==> config.mk <==
export PLATFORM = sky130hd
export DESIGN_NAME = soft_tiered_rotation_smoother_top
export DESIGN_NICKNAME = d
export VERILOG_FILES = /design/src/hdl/strs_pkg.sv /design/src/hdl/strs_ctrl.sv /design/src/hdl/strs_dp.sv /design/src/hdl/soft_tiered_rotation_smoother_top.sv
export SDC_FILE = /design/constraint.sdc
export NUM_CORES = 1
export LEC_CHECK = 0
export ABC_AREA = 1
export ABC_CLOCK_PERIOD_IN_PS = 5900
export BUFFER_PORTS_ARGS = -buffer_cell sky130_fd_sc_hd__buf_2
export CAP_MARGIN = 0
export CORE_MARGIN = 1
export CORE_UTILIZATION = 45
export CTS_BUF_LIST = sky130_fd_sc_hd__clkbuf_8
export DETAILED_ROUTE_END_ITERATION = 12
export HOLD_SLACK_MARGIN = 0.08
export MAX_ROUTING_LAYER = met4
export PLACE_DENSITY = 0.66
export SYNTH_ARGS = -nofsm -noshare
export SYNTH_HDL_FRONTEND = slang
export SYNTH_SLANG_ARGS = --single-unit
export TNS_END_PERCENT = 1
==> constraint.sdc <==
create_clock -name i_clk -period 5.9 [get_ports i_clk]
set_input_delay 0.295 -clock i_clk [delete_from_list [all_inputs] [get_ports i_clk]]
set_output_delay 0.295 -clock i_clk [all_outputs]
set_load 0.02 [all_outputs]
==> src/hdl/strs_pkg.sv <==
package strs_pkg;

    localparam int DELTA_W        = 17;
    localparam int THR_W          = 16;
    localparam int QUO_W          = 16;
    localparam int CNT_W          = $clog2(QUO_W);
    localparam int HIST_DEPTH_DEF = 8;
    localparam logic [THR_W-1:0] THR_RESET = THR_W'(2048);

    typedef enum logic [2:0] {
        S_IDLE,
        S_DIV,
        S_MUL,
        S_ACC,
        S_DONE
    } t_state;

    typedef struct packed {
        logic load;
        logic div_step;
        logic mul;
        logic acc;
        logic out_load;
    } t_cmd;

    typedef struct packed {
        logic skip;
        logic need_div;
        logic out_free;
    } t_stat;

endpackage

==> src/hdl/strs_ctrl.sv <==
module strs_ctrl (
    input  logic           i_clk,
    input  logic           i_rst_n,
    input  logic           i_in_valid,
    output logic           o_in_stall,
    input  strs_pkg::t_stat i_stat,
    output strs_pkg::t_cmd  o_cmd
);
    import strs_pkg::*;

    t_state r_state;
    t_state n_state;

    always_ff @(posedge i_clk) begin
        if (!i_rst_n) begin
            r_state <= S_IDLE;
        end else begin
            r_state <= n_state;
        end
    end

    always_comb begin
        n_state = r_state;
        unique case (r_state)
            S_IDLE: begin
                if (i_in_valid) begin
                    n_state = S_DIV;
                end
            end
            S_DIV: begin
                priority if (i_stat.skip) begin
                    n_state = S_DONE;
                end else if (!i_stat.need_div) begin
                    n_state = S_MUL;
                end
            end
            S_MUL:  n_state = S_ACC;
            S_ACC:  n_state = S_DONE;
            S_DONE: begin
                if (i_stat.out_free) begin
                    n_state = S_IDLE;
                end
            end
            default: n_state = S_IDLE;
        endcase
    end

    always_comb begin
        o_cmd      = '0;
        o_in_stall = 1'b1;
        unique case (r_state)
            S_IDLE: begin
                o_in_stall = 1'b0;
                o_cmd.load = i_in_valid;
            end
            S_DIV:  o_cmd.div_step = !i_stat.skip && i_stat.need_div;
            S_MUL:  o_cmd.mul = 1'b1;
            S_ACC:  o_cmd.acc = 1'b1;
            S_DONE: o_cmd.out_load = i_stat.out_free;
            default: o_in_stall = 1'b1;
        endcase
    end

endmodule

==> src/hdl/strs_dp.sv <==
module strs_dp #(
    parameter int HISTORY_DEPTH = strs_pkg::HIST_DEPTH_DEF
) (
    input  logic                                  i_clk,
    input  logic                                  i_rst_n,
    input  logic signed [strs_pkg::DELTA_W-1:0]   i_delta_angle,
    input  logic                                  i_clear_history,
    input  logic                                  i_cfg_valid,
    input  logic        [strs_pkg::THR_W-1:0]     i_cfg_top_threshold,
    input  logic                                  i_out_stall,
    output logic                                  o_out_valid,
    output logic signed [strs_pkg::DELTA_W-1:0]   o_smoothed_delta,
    input  strs_pkg::t_cmd                        i_cmd,
    output strs_pkg::t_stat                       o_stat
);
    import strs_pkg::*;

    localparam int AW    = $clog2(HISTORY_DEPTH);
    localparam int LOG_D = $clog2(HISTORY_DEPTH + 1) - 1;
    localparam int SUM_W = DELTA_W + $clog2(HISTORY_DEPTH);
    localparam int RES_W = SUM_W + 1;
    localparam int PROD_W = 2 * DELTA_W + 1;
    localparam logic [AW-1:0] LAST_IDX = AW'(HISTORY_DEPTH - 1);
    localparam logic signed [RES_W-1:0] OUT_MIN = -(RES_W'(65536));
    localparam logic signed [RES_W-1:0] OUT_MAX = RES_W'(65535);

    // ring memory and per-entry valid bits
    logic signed [DELTA_W-1:0] r_mem [HISTORY_DEPTH];
    logic [HISTORY_DEPTH-1:0]  r_valid;
    logic signed [DELTA_W-1:0] r_old;

    logic [THR_W-1:0]          r_thr;
    logic [AW-1:0]             r_ptr;
    logic [AW-1:0]             r_nptr;
    logic signed [SUM_W-1:0]   r_sum;
    logic                      r_need;
    logic [CNT_W-1:0]          r_cnt;
    logic                      r_out_valid;

    logic signed [DELTA_W-1:0] r_v;
    logic                      r_clr;
    logic                      r_byp;
    logic [THR_W-1:0]          r_den;
    logic [THR_W-1:0]          r_rem;
    logic [QUO_W:0]            r_quo;
    logic signed [PROD_W-1:0]  r_prod;
    logic signed [DELTA_W:0]   r_imm;
    logic signed [DELTA_W-1:0] r_out;

    logic [DELTA_W-1:0]        mag;
    logic [THR_W-2:0]          lo_thr;
    logic [THR_W-1:0]          den;
    logic signed [DELTA_W:0]   num;
    logic [AW-1:0]             nptr;
    logic [THR_W:0]            rem2;
    logic signed [PROD_W-1:0]  neg_prod;
    logic signed [DELTA_W:0]   sample_w;
    logic signed [DELTA_W-1:0] sample;
    logic signed [DELTA_W-1:0] old;
    logic signed [SUM_W-1:0]   n_sum;
    logic signed [SUM_W-1:0]   avg;
    logic signed [RES_W-1:0]   res;
    logic signed [DELTA_W-1:0] n_out;

    always_comb begin
        mag    = i_delta_angle[DELTA_W-1] ? DELTA_W'(-i_delta_angle)
                                          : DELTA_W'(i_delta_angle);
        lo_thr = r_thr[THR_W-1:1];
        den    = {1'b0, lo_thr} + {{(THR_W-1){1'b0}}, r_thr[0]};
        num    = signed'({1'b0, mag}) - signed'({3'b000, lo_thr});
        nptr   = (r_ptr == LAST_IDX) ? '0 : AW'(r_ptr + 1'b1);
    end

    // restoring divide step: remainder stays below the divisor
    assign rem2 = {r_rem, 1'b0};

    always_comb begin
        neg_prod = -r_prod;
        sample_w = {r_v[DELTA_W-1], r_v} + neg_prod[DELTA_W+16:16];
        sample   = sample_w[DELTA_W-1:0];
        old      = r_valid[r_nptr] ? r_old : '0;
        n_sum    = r_sum - SUM_W'(old) + SUM_W'(sample);
        avg      = r_sum >>> LOG_D;
        res      = RES_W'(avg) + RES_W'(r_imm);
        priority if (r_clr) begin
            n_out = '0;
        end else if (r_byp) begin
            n_out = r_v;
        end else if (res < OUT_MIN) begin
            n_out = OUT_MIN[DELTA_W-1:0];
        end else if (res > OUT_MAX) begin
            n_out = OUT_MAX[DELTA_W-1:0];
        end else begin
            n_out = res[DELTA_W-1:0];
        end
    end

    always_ff @(posedge i_clk) begin
        if (i_cmd.acc) begin
            r_mem[r_nptr] <= sample;
        end
        r_old <= r_mem[nptr];
    end

    always_ff @(posedge i_clk) begin
        if (!i_rst_n) begin
            r_thr       <= THR_RESET;
            r_ptr       <= '0;
            r_sum       <= '0;
            r_valid     <= '0;
            r_need      <= 1'b0;
            r_cnt       <= '0;
            r_out_valid <= 1'b0;
        end else begin
            if (i_cfg_valid) begin
                r_thr <= i_cfg_top_threshold;
            end
            if (i_cmd.load) begin
                r_cnt  <= '0;
                r_need <= !i_clear_history && (r_thr != '0) && !num[DELTA_W]
                          && (num != '0) && (num < signed'({2'b00, den}));
            end
            if (i_cmd.div_step) begin
                r_cnt <= CNT_W'(r_cnt + 1'b1);
                if (r_cnt == CNT_W'(QUO_W - 1)) begin
                    r_need <= 1'b0;
                end
            end
            if (i_cmd.acc) begin
                r_ptr            <= r_nptr;
                r_sum            <= n_sum;
                r_valid[r_nptr]  <= 1'b1;
            end
            if (i_cmd.out_load && r_clr) begin
                r_ptr   <= '0;
                r_sum   <= '0;
                r_valid <= '0;
            end
            if (i_cmd.out_load) begin
                r_out_valid <= 1'b1;
            end else if (!i_out_stall) begin
                r_out_valid <= 1'b0;
            end
        end
    end

    always_ff @(posedge i_clk) begin
        if (i_cmd.load) begin
            r_v   <= i_delta_angle;
            r_clr <= i_clear_history;
            r_byp <= (r_thr == '0);
            r_den <= den;
            r_nptr <= nptr;
            r_rem <= num[THR_W-1:0];
            // weight saturates once the excess reaches the divisor
            if (num[DELTA_W] || num == '0) begin
                r_quo <= '0;
            end else if (num >= signed'({2'b00, den})) begin
                r_quo <= {1'b1, {QUO_W{1'b0}}};
            end else begin
                r_quo <= '0;
            end
        end
        if (i_cmd.div_step) begin
            if (rem2 >= {1'b0, r_den}) begin
                r_rem <= THR_W'(rem2 - {1'b0, r_den});
                r_quo <= {r_quo[QUO_W-1:0], 1'b1};
            end else begin
                r_rem <= rem2[THR_W-1:0];
                r_quo <= {r_quo[QUO_W-1:0], 1'b0};
            end
        end
        if (i_cmd.mul) begin
            r_prod <= PROD_W'(r_v) * PROD_W'(signed'({1'b0, r_quo}));
        end
        if (i_cmd.acc) begin
            r_imm <= r_prod[DELTA_W+16:16];
        end
        if (i_cmd.out_load) begin
            r_out <= n_out;
        end
    end

    assign o_stat.skip     = r_clr || r_byp;
    assign o_stat.need_div = r_need;
    assign o_stat.out_free = !r_out_valid || !i_out_stall;

    assign o_out_valid      = r_out_valid;
    assign o_smoothed_delta = r_out;

endmodule

==> src/hdl/soft_tiered_rotation_smoother_top.sv <==
// channel   direction  handshake                 payload
// in        input      i_in_valid / o_in_stall   i_delta_angle, i_clear_history
// out       output     o_out_valid / i_out_stall o_smoothed_delta
// cfg       input      i_cfg_valid / o_cfg_ready i_cfg_top_threshold
//
// before the next input slot frees, an item whose weight needs the 16-step
// restoring divider runs the divide, multiply and accumulate steps; a weight
// of 0 or full skips the divide; a clear or zero threshold skips all three.
// a finished result sits in the output register while the next item is taken.
// reset is synchronous and active low: it empties the ring and loads the
// threshold with 2048. an output stall holds the item in its last step.
module soft_tiered_rotation_smoother_top #(
    parameter int HISTORY_DEPTH = strs_pkg::HIST_DEPTH_DEF
) (
    input  logic                                i_clk,
    input  logic                                i_rst_n,
    input  logic                                i_in_valid,
    output logic                                o_in_stall,
    input  logic signed [strs_pkg::DELTA_W-1:0] i_delta_angle,
    input  logic                                i_clear_history,
    output logic                                o_out_valid,
    input  logic                                i_out_stall,
    output logic signed [strs_pkg::DELTA_W-1:0] o_smoothed_delta,
    input  logic                                i_cfg_valid,
    output logic                                o_cfg_ready,
    input  logic        [strs_pkg::THR_W-1:0]   i_cfg_top_threshold
);
    import strs_pkg::*;

    t_cmd  w_cmd;
    t_stat w_stat;

    assign o_cfg_ready = 1'b1;

    strs_ctrl u_ctrl (
        .i_clk      (i_clk),
        .i_rst_n    (i_rst_n),
        .i_in_valid (i_in_valid),
        .o_in_stall (o_in_stall),
        .i_stat     (w_stat),
        .o_cmd      (w_cmd)
    );

    strs_dp #(
        .HISTORY_DEPTH (HISTORY_DEPTH)
    ) u_dp (
        .i_clk               (i_clk),
        .i_rst_n             (i_rst_n),
        .i_delta_angle       (i_delta_angle),
        .i_clear_history     (i_clear_history),
        .i_cfg_valid         (i_cfg_valid),
        .i_cfg_top_threshold (i_cfg_top_threshold),
        .i_out_stall         (i_out_stall),
        .o_out_valid         (o_out_valid),
        .o_smoothed_delta    (o_smoothed_delta),
        .i_cmd               (w_cmd),
        .o_stat              (w_stat)
    );

    a_busy_after_take: assert property (@(posedge i_clk) disable iff (!i_rst_n)
        (i_in_valid && !o_in_stall) |=> o_in_stall)
        else $error("input taken but block not busy");

    a_one_cmd: assert property (@(posedge i_clk) disable iff (!i_rst_n)
        $onehot0({w_cmd.load, w_cmd.div_step, w_cmd.mul, w_cmd.acc, w_cmd.out_load}))
        else $error("more than one datapath command");

    a_result_shown: assert property (@(posedge i_clk) disable iff (!i_rst_n)
        w_cmd.out_load |=> (o_out_valid && !o_in_stall))
        else $error("result not presented after completion");

endmodule
==> qor.yml, run 1 <==
htreeDepth: 2
ys_types: 57
ys.flop_type: "edfxtp_1"
synth_fa_ha_area_share_pct: 27.0
cp_top_family: "adder cells"
rows: 92
min-delay-start: "i_cfg_valid"
cp.required_ps: 6320
critical_path_cell_count: 20
first_iter_violations: 1880
relSlewSlack_pct: 19.0
avgViaCountPerCell: 5.12
timing.final.crit_share_pct: 97.6
cp-start-kind: "register"
die_w_um: 256
syn-num-nets: 3880
syn_to_final_growth_pct: 14.1
clock_sinks: 349
syn_inst: 3362
drc: 0
crit_arrival_ps: 6180
period_needed_ps: 5760
grt_remaining_overflow: 0
synth_compound_area_share_pct: 8.48
synth-seq-cells: 349
root_buffer: "clkbuf_8"
layout-drive-gt1-share_pct: 10.9
start_util_pct: 45.8
core-area_mm2: 0.0634
wl_per_cell_um: 17.0
antenna_found_initial: 2
path_clk_slew_ps: 70
muxShareOfSynthArea_pct: 0
setup_viol: 0
gp_congestion: 0.915
cp-end-kind: "register"
async_flop_share_pct: 0
grt_use_met3_pct: 2.66
cts_buffer_depth: 3
fin_util_pct: 52.3
fin_worst_skew_ps: 38.1
crit_path_frequent_cell: "fa_1"
routed_wl_mm: 75.9
final_common_cell: "nand2_1"
portBuffers: 57
regToRegSetupSlack_ps: 140
synthXorXnorAreaFrac_pct: 3.65
timing.setup.tns_ps: 0
cp_max_fo: 13
post-dp-hpwl_mm: 58.2
grt_max_degree: 70
cp_cell_sequence: "buf_4 > nand2_1 > fa_1 > inv_1 > fa_1 > ha_1 > fa_1 > fa_1 > inv_1 > fa_1 > inv_1 > ha_1 > a21o_1 > o21bai_1 > buf_4 > nand3_1 > nand3_2 > a21oi_2 > o21ai_1 > xor2_1"
busiest_layer: "met2"
use_met1_pct: 32.4
layout_common_cells: "790 x nand2_1, 700 x inv_1, 276 x edfxtp_1"
r2r_start: "u_dp.r_quo[2]"
ant_nets: 0
syn_area_mm2: 0.0291
fin_area_mm2: 0.0332
synth_edf_count: 276
slew_viol_final: 0
die_h_um: 256
nets: 4078
hold_path_end: "u_dp.r_thr[7]"
status: "finished, final reports clean"
ys_seq_area_share_pct: 33.5
cap_violations: 0
cts_buffers: 58
synth_top_family_by_area: "adder cells"
io_pins: 59
placed_cell_area_mm2: 0.0310
grt_pass1_wl_mm: 122
grt_pass1_vias: 22700
setup_ws_ps: 140
ff2ff_path_depth: 20
worst_pin_slew_ps: 1210
rsz0062_at_grt: "true"
hp-class: "in -> reg"
ys_warn_count: 0
syn_area_per_cell_um2: 8.65
clock_latency_ps: 700
cts_tree: "yes"
cp_slowest_cell: "fa_1"
clock.fmax_mhz: 174
grt.total_usage_pct: 24.4
cpPeakStageDelay_ps: 550
reg2reg_to: "u_dp.r_prod[31]"
grt_util_met2_pct: 39.5
synthSimpleGateAreaFrac_pct: 16.7
dp_slack_ps: -62.1
dieArea_mm2: 0.0656
critPathBufInv: 5
worst-setup-path-type: "reg -> reg"
hold_violations: 0
dr_total_vias: 22800
whs_path_depth: 3
drt_first_pass_iters: 6
-- state kept, by name, summed over array words and instances (netlist names) --
signal / flops
u_dp.r_nptr: 3
u_dp.r_ptr: 3
u_dp.r_clr: 1
u_dp.r_rem: 16
u_dp.r_byp: 1
u_dp.r_cnt: 4
u_dp.o_smoothed_delta: 17
u_dp.o_out_valid: 1
u_ctrl.r_state: 3
u_dp.r_imm: 18
u_dp.r_v: 17
u_dp.r_mem: 136
u_dp.r_valid: 8
u_dp.r_prod: 34
u_dp.r_thr: 16
u_dp.r_den: 16
u_dp.r_old: 17
u_dp.r_quo: 17
u_dp.r_sum: 20
u_dp.r_need: 1
-- kinds of logic (layout without fill, tap and decap cells) --
group / count (synthesis) / after routing
and+or+nand+nor: 1189 / 1189
AOI/OAI and AO/OA: 415 / 415
xor gates and xnor gates: 119 / 119
other: 1 / 3
adders and majority gates: 479 / 479
DFF: 349 / 349
buffers and inverters: 810 / 1056
-- Yosys cell counts, types with 2 or more instances --
| cell type | count | area (um^2) |
|---|---|---|
| dfxtp_1 | 73 | 1460 |
| o21ai_0 | 107 | 536 |
| nor3_1 | 21 | 105 |
| o22ai_1 | 2 | 12.5 |
| o21bai_1 | 12 | 90.1 |
| o21ai_2 | 3 | 26.3 |
| buf_2 | 5 | 25.0 |
| buf_4 | 3 | 22.5 |
| nand2_1 | 794 | 2980 |
| xnor2_1 | 54 | 473 |
| inv_2 | 2 | 7.51 |
| a21boi_0 | 5 | 37.5 |
| nor2_1 | 199 | 747 |
| o21ai_1 | 2 | 10.0 |
| xor2_1 | 64 | 561 |
| ha_1 | 232 | 2900 |
| nand4_1 | 28 | 175 |
| nor3_2 | 2 | 20.0 |
| fa_1 | 247 | 4940 |
| a211oi_1 | 2 | 15.0 |
| o21a_1 | 3 | 22.5 |
| buf_1 | 5 | 18.8 |
| nor4_1 | 9 | 56.3 |
| nor2_2 | 4 | 25.0 |
| a21o_1 | 8 | 60.1 |
| nand3b_1 | 5 | 37.5 |
| a21oi_2 | 11 | 96.3 |
| nand3_2 | 2 | 20.0 |
| o31ai_1 | 5 | 37.5 |
| a31oi_1 | 25 | 156 |
| nand2_4 | 3 | 33.8 |
| nand2_2 | 9 | 56.3 |
| clkinv_1 | 6 | 22.5 |
| clkbuf_1 | 104 | 390 |
| edfxtp_1 | 276 | 8290 |
| nand3_1 | 103 | 515 |
| o32ai_1 | 2 | 17.5 |
| a21oi_1 | 166 | 831 |
| or2_2 | 4 | 25.0 |
| o221ai_1 | 37 | 324 |
| inv_1 | 682 | 2560 |
| o211ai_1 | 21 | 158 |
-- area by class of cell --
| cell class | instances | area (um^2) |
|---|---|---|
| diodes | 2 | 5.00 |
| clock buffers | 65 | 895 |
| clock inverters | 43 | 365 |
| fillers | 5869 | 30200 |
| inverters | 690 | 2590 |
| multi-input cells | 2203 | 16500 |
| flip-flops and latches | 349 | 9750 |
| well taps | 846 | 1060 |
| repair buffers | 258 | 1990 |
-- how the worst max path moves through the flow --
| stage | start | endpoint |
|---|---|---|
| CTS | u_dp.r_v[16] | u_dp.r_prod[31] |
| global placement | u_dp.r_v[16] | u_dp.r_prod[31] |
| detailed placement | u_dp.r_v[16] | u_dp.r_prod[31] |
| finish | u_dp.r_quo[2] | u_dp.r_prod[31] |
| global route | u_dp.r_v[7] | u_dp.r_prod[32] |
| floorplan | u_dp.r_v[10] | u_dp.r_prod[28] |
-- tightest hold or removal path: stages --
cell     delay (ps)
buf_2           100
inv_1           340
a21oi_1         230
-- what timing repair did --
action	CTS	global route
endpoints found under the hold margin	39	0
setup buffers	0	23
cloned	0	1
pin swaps	0	16
hold buffers	51	0
gates resized for setup	2	53
setup endpoints to repair	7	21
-- routing by layer --
metal / up-vias / share of wire, %
met2: 729 / 47
met3: 116 / 6.8
met1: 10900 / 44
met5: - / 0
li1: 11100 / -
met4: 0 / 2.3
-- metrics by stage --
step                cells  hold slack, ps
floorplan            3362             394
global placement     4271             453
detailed placement   4271             456
CTS                  4430             268
global route         4455             365
finish               4456             322
Power of run 1 is left out: the tool's default activity adds up to more than one toggle a clock period on the data nets, which glitch-free logic cannot reach.
==> inputs of run 2 (changes only) <==
ABC_CLOCK_PERIOD_IN_PS = 6100   (was 5900)
BUFFER_PORTS_ARGS = not set   (was -buffer_cell sky130_fd_sc_hd__buf_2)
CORE_UTILIZATION = 35   (was 45)
DONT_BUFFER_PORTS = 1   (was not set)
PLACE_DENSITY = 0.52   (was 0.66)
clock period = 6.1 ns   (was 5.9 ns; I/O delays follow)
==> qor.yml, run 2 (synthesis gave the netlist of run 1 again) <==
whs_path_depth: 5
start_util_pct: 35.4
grt_pass1_vias: 22700
rows: 105
slew_viol_final: 0
cp_cell_sequence: "buf_12 > nand2_1 > inv_1 > fa_1 > inv_1 > fa_1 > inv_1 > fa_1 > fa_1 > fa_1 > inv_1 > fa_1 > inv_1 > ha_1 > a21oi_1 > inv_1 > a21oi_1 > o21ai_1 > nand2_1 > nand3_1 > a21oi_2 > o21ai_0 > xor2_1"
cp_max_fo: 19
hold_path_end: "u_ctrl.r_state[0]"
avgViaCountPerCell: 4.80
cap_violations: 0
gp_congestion: 0.874
first_iter_violations: 1249
cp-end-kind: "register"
portBuffers: 0
relSlewSlack_pct: 27.4
cpPeakStageDelay_ps: 550
setup_viol: 0
cts_buffer_depth: 3
post-dp-hpwl_mm: 62.1
period_needed_ps: 5900
die_h_um: 290
cp_slowest_cell: "fa_1"
r2r_start: "u_dp.r_v[7]"
cp-start-kind: "register"
clock.fmax_mhz: 170
wl_per_cell_um: 17.6
dr_total_vias: 22100
fin_worst_skew_ps: 40.5
grt_pass1_wl_mm: 128
grt_max_degree: 70
routed_wl_mm: 80.9
reg2reg_to: "u_dp.r_prod[31]"
path_clk_slew_ps: 70
layout_common_cells: "791 x nand2_1, 706 x inv_1, 276 x edfxtp_1"
cts_buffers: 67
ant_nets: 0
timing.setup.tns_ps: 0
reg_top3: "u_dp.r_mem (136), u_dp.r_prod (34), u_dp.r_sum (20)"
grt_remaining_overflow: 0
min-delay-start: "i_out_stall"
layout-drive-gt1-share_pct: 8.46
drt_first_pass_iters: 6
fin_util_pct: 40.1
cts_tree: "yes"
drc: 0
antenna_found_initial: 10
largest_register_ffs: 136
htreeDepth: 3
largest-register: "u_dp.r_mem"
syn_to_final_growth_pct: 13.1
timing.final.crit_share_pct: 96.6
clock_latency_ps: 670
root_buffer: "clkbuf_8"
core-area_mm2: 0.0821
clock_sinks: 349
grt.total_usage_pct: 20.2
crit_arrival_ps: 6270
die_w_um: 290
status: "finished, final reports clean"
rsz0062_at_grt: "true"
hold_violations: 0
regToRegSetupSlack_ps: 200
hp-class: "in -> reg"
worst-setup-path-type: "reg -> reg"
io_pins: 59
worst_pin_slew_ps: 1090
cp.required_ps: 6480
ff2ff_path_depth: 23
final_common_cell: "nand2_1"
nets: 3988
dieArea_mm2: 0.0842
## run 2: changes by cell type in the layout (fill, tap and decap cells not counted), sizes merged
cell         delta
dlygate4sd3    -13
clkbuf          +4
inv             +7
clkinv          +3
diode           +3
buf            -86
## run 2: through the flow
step / instances / hold slack, ps / area (um^2) / setup slack, ps
floorplan: 3362 / 400 / 29100 / 214
global placement: 4417 / 406 / 30800 / 75.1
detailed placement: 4417 / 406 / 30800 / 77.5
CTS: 4579 / 101 / 32600 / 30.7
global route: 4598 / 198 / 32900 / -56.0
finish: 4598 / 227 / 32900 / 205
## run 2: layout make-up
class,count,area [um^2]
antenna,5,12.5
fill,8298,49200
clock buffer,69,950
tap,1070,1340
sequential,349,9750
timing repair buffer,159,1400
multi-input combinational,2203,16500
clock inverter,53,387
inverter,690,2590
## run 2: worst max-delay path: cells and delay by family (launching register included)
kind            cells  cell delay, ps
fa+ha+maj           7            3440
buf+inv             7             510
compound gates      5             750
simple gates        3             300
flops               1             410
xor+xnor            1             160
## run 2: how the worst max path moves through the flow
stage	to	cells past startpoint	from	slack [ps]
2_1_floorplan	u_dp.r_prod[28]	24	u_dp.r_v[10]	210
6_report	u_dp.r_prod[31]	23	u_dp.r_v[7]	200
3_5_place_dp	u_dp.r_prod[32]	25	u_dp.r_v[6]	80
3_3_place_gp	u_dp.r_prod[31]	20	u_dp.r_quo[15]	80
5_1_grt	u_dp.r_prod[31]	23	u_dp.r_v[7]	-60
4_1_cts	u_dp.r_prod[31]	23	u_dp.r_quo[12]	30
## run 2: metal layers
| layer | routed length (um) | up-vias | track usage, % |
|---|---|---|---|
| met3 | 5220 | 113 | 4.50 |
| met4 | 1850 | 0 | 5.66 |
| li1 | - | 10900 | - |
| met1 | 36700 | 10600 | 26.0 |
| met2 | 37100 | 439 | 32.0 |
| met5 | 0 | - | - |
## run 2: timing repair
| action | 4_1_cts | 5_1_grt |
|---|---|---|
| buffers inserted | 2 | 14 |
| resized for setup | 0 | 38 |
| endpoints found under the hold margin | 53 | 0 |
| pin swaps | 0 | 2 |
| hold buffers | 38 | 0 |
| endpoints found under the setup margin | 1 | 18 |
Power of run 2 is left out for the same reason.
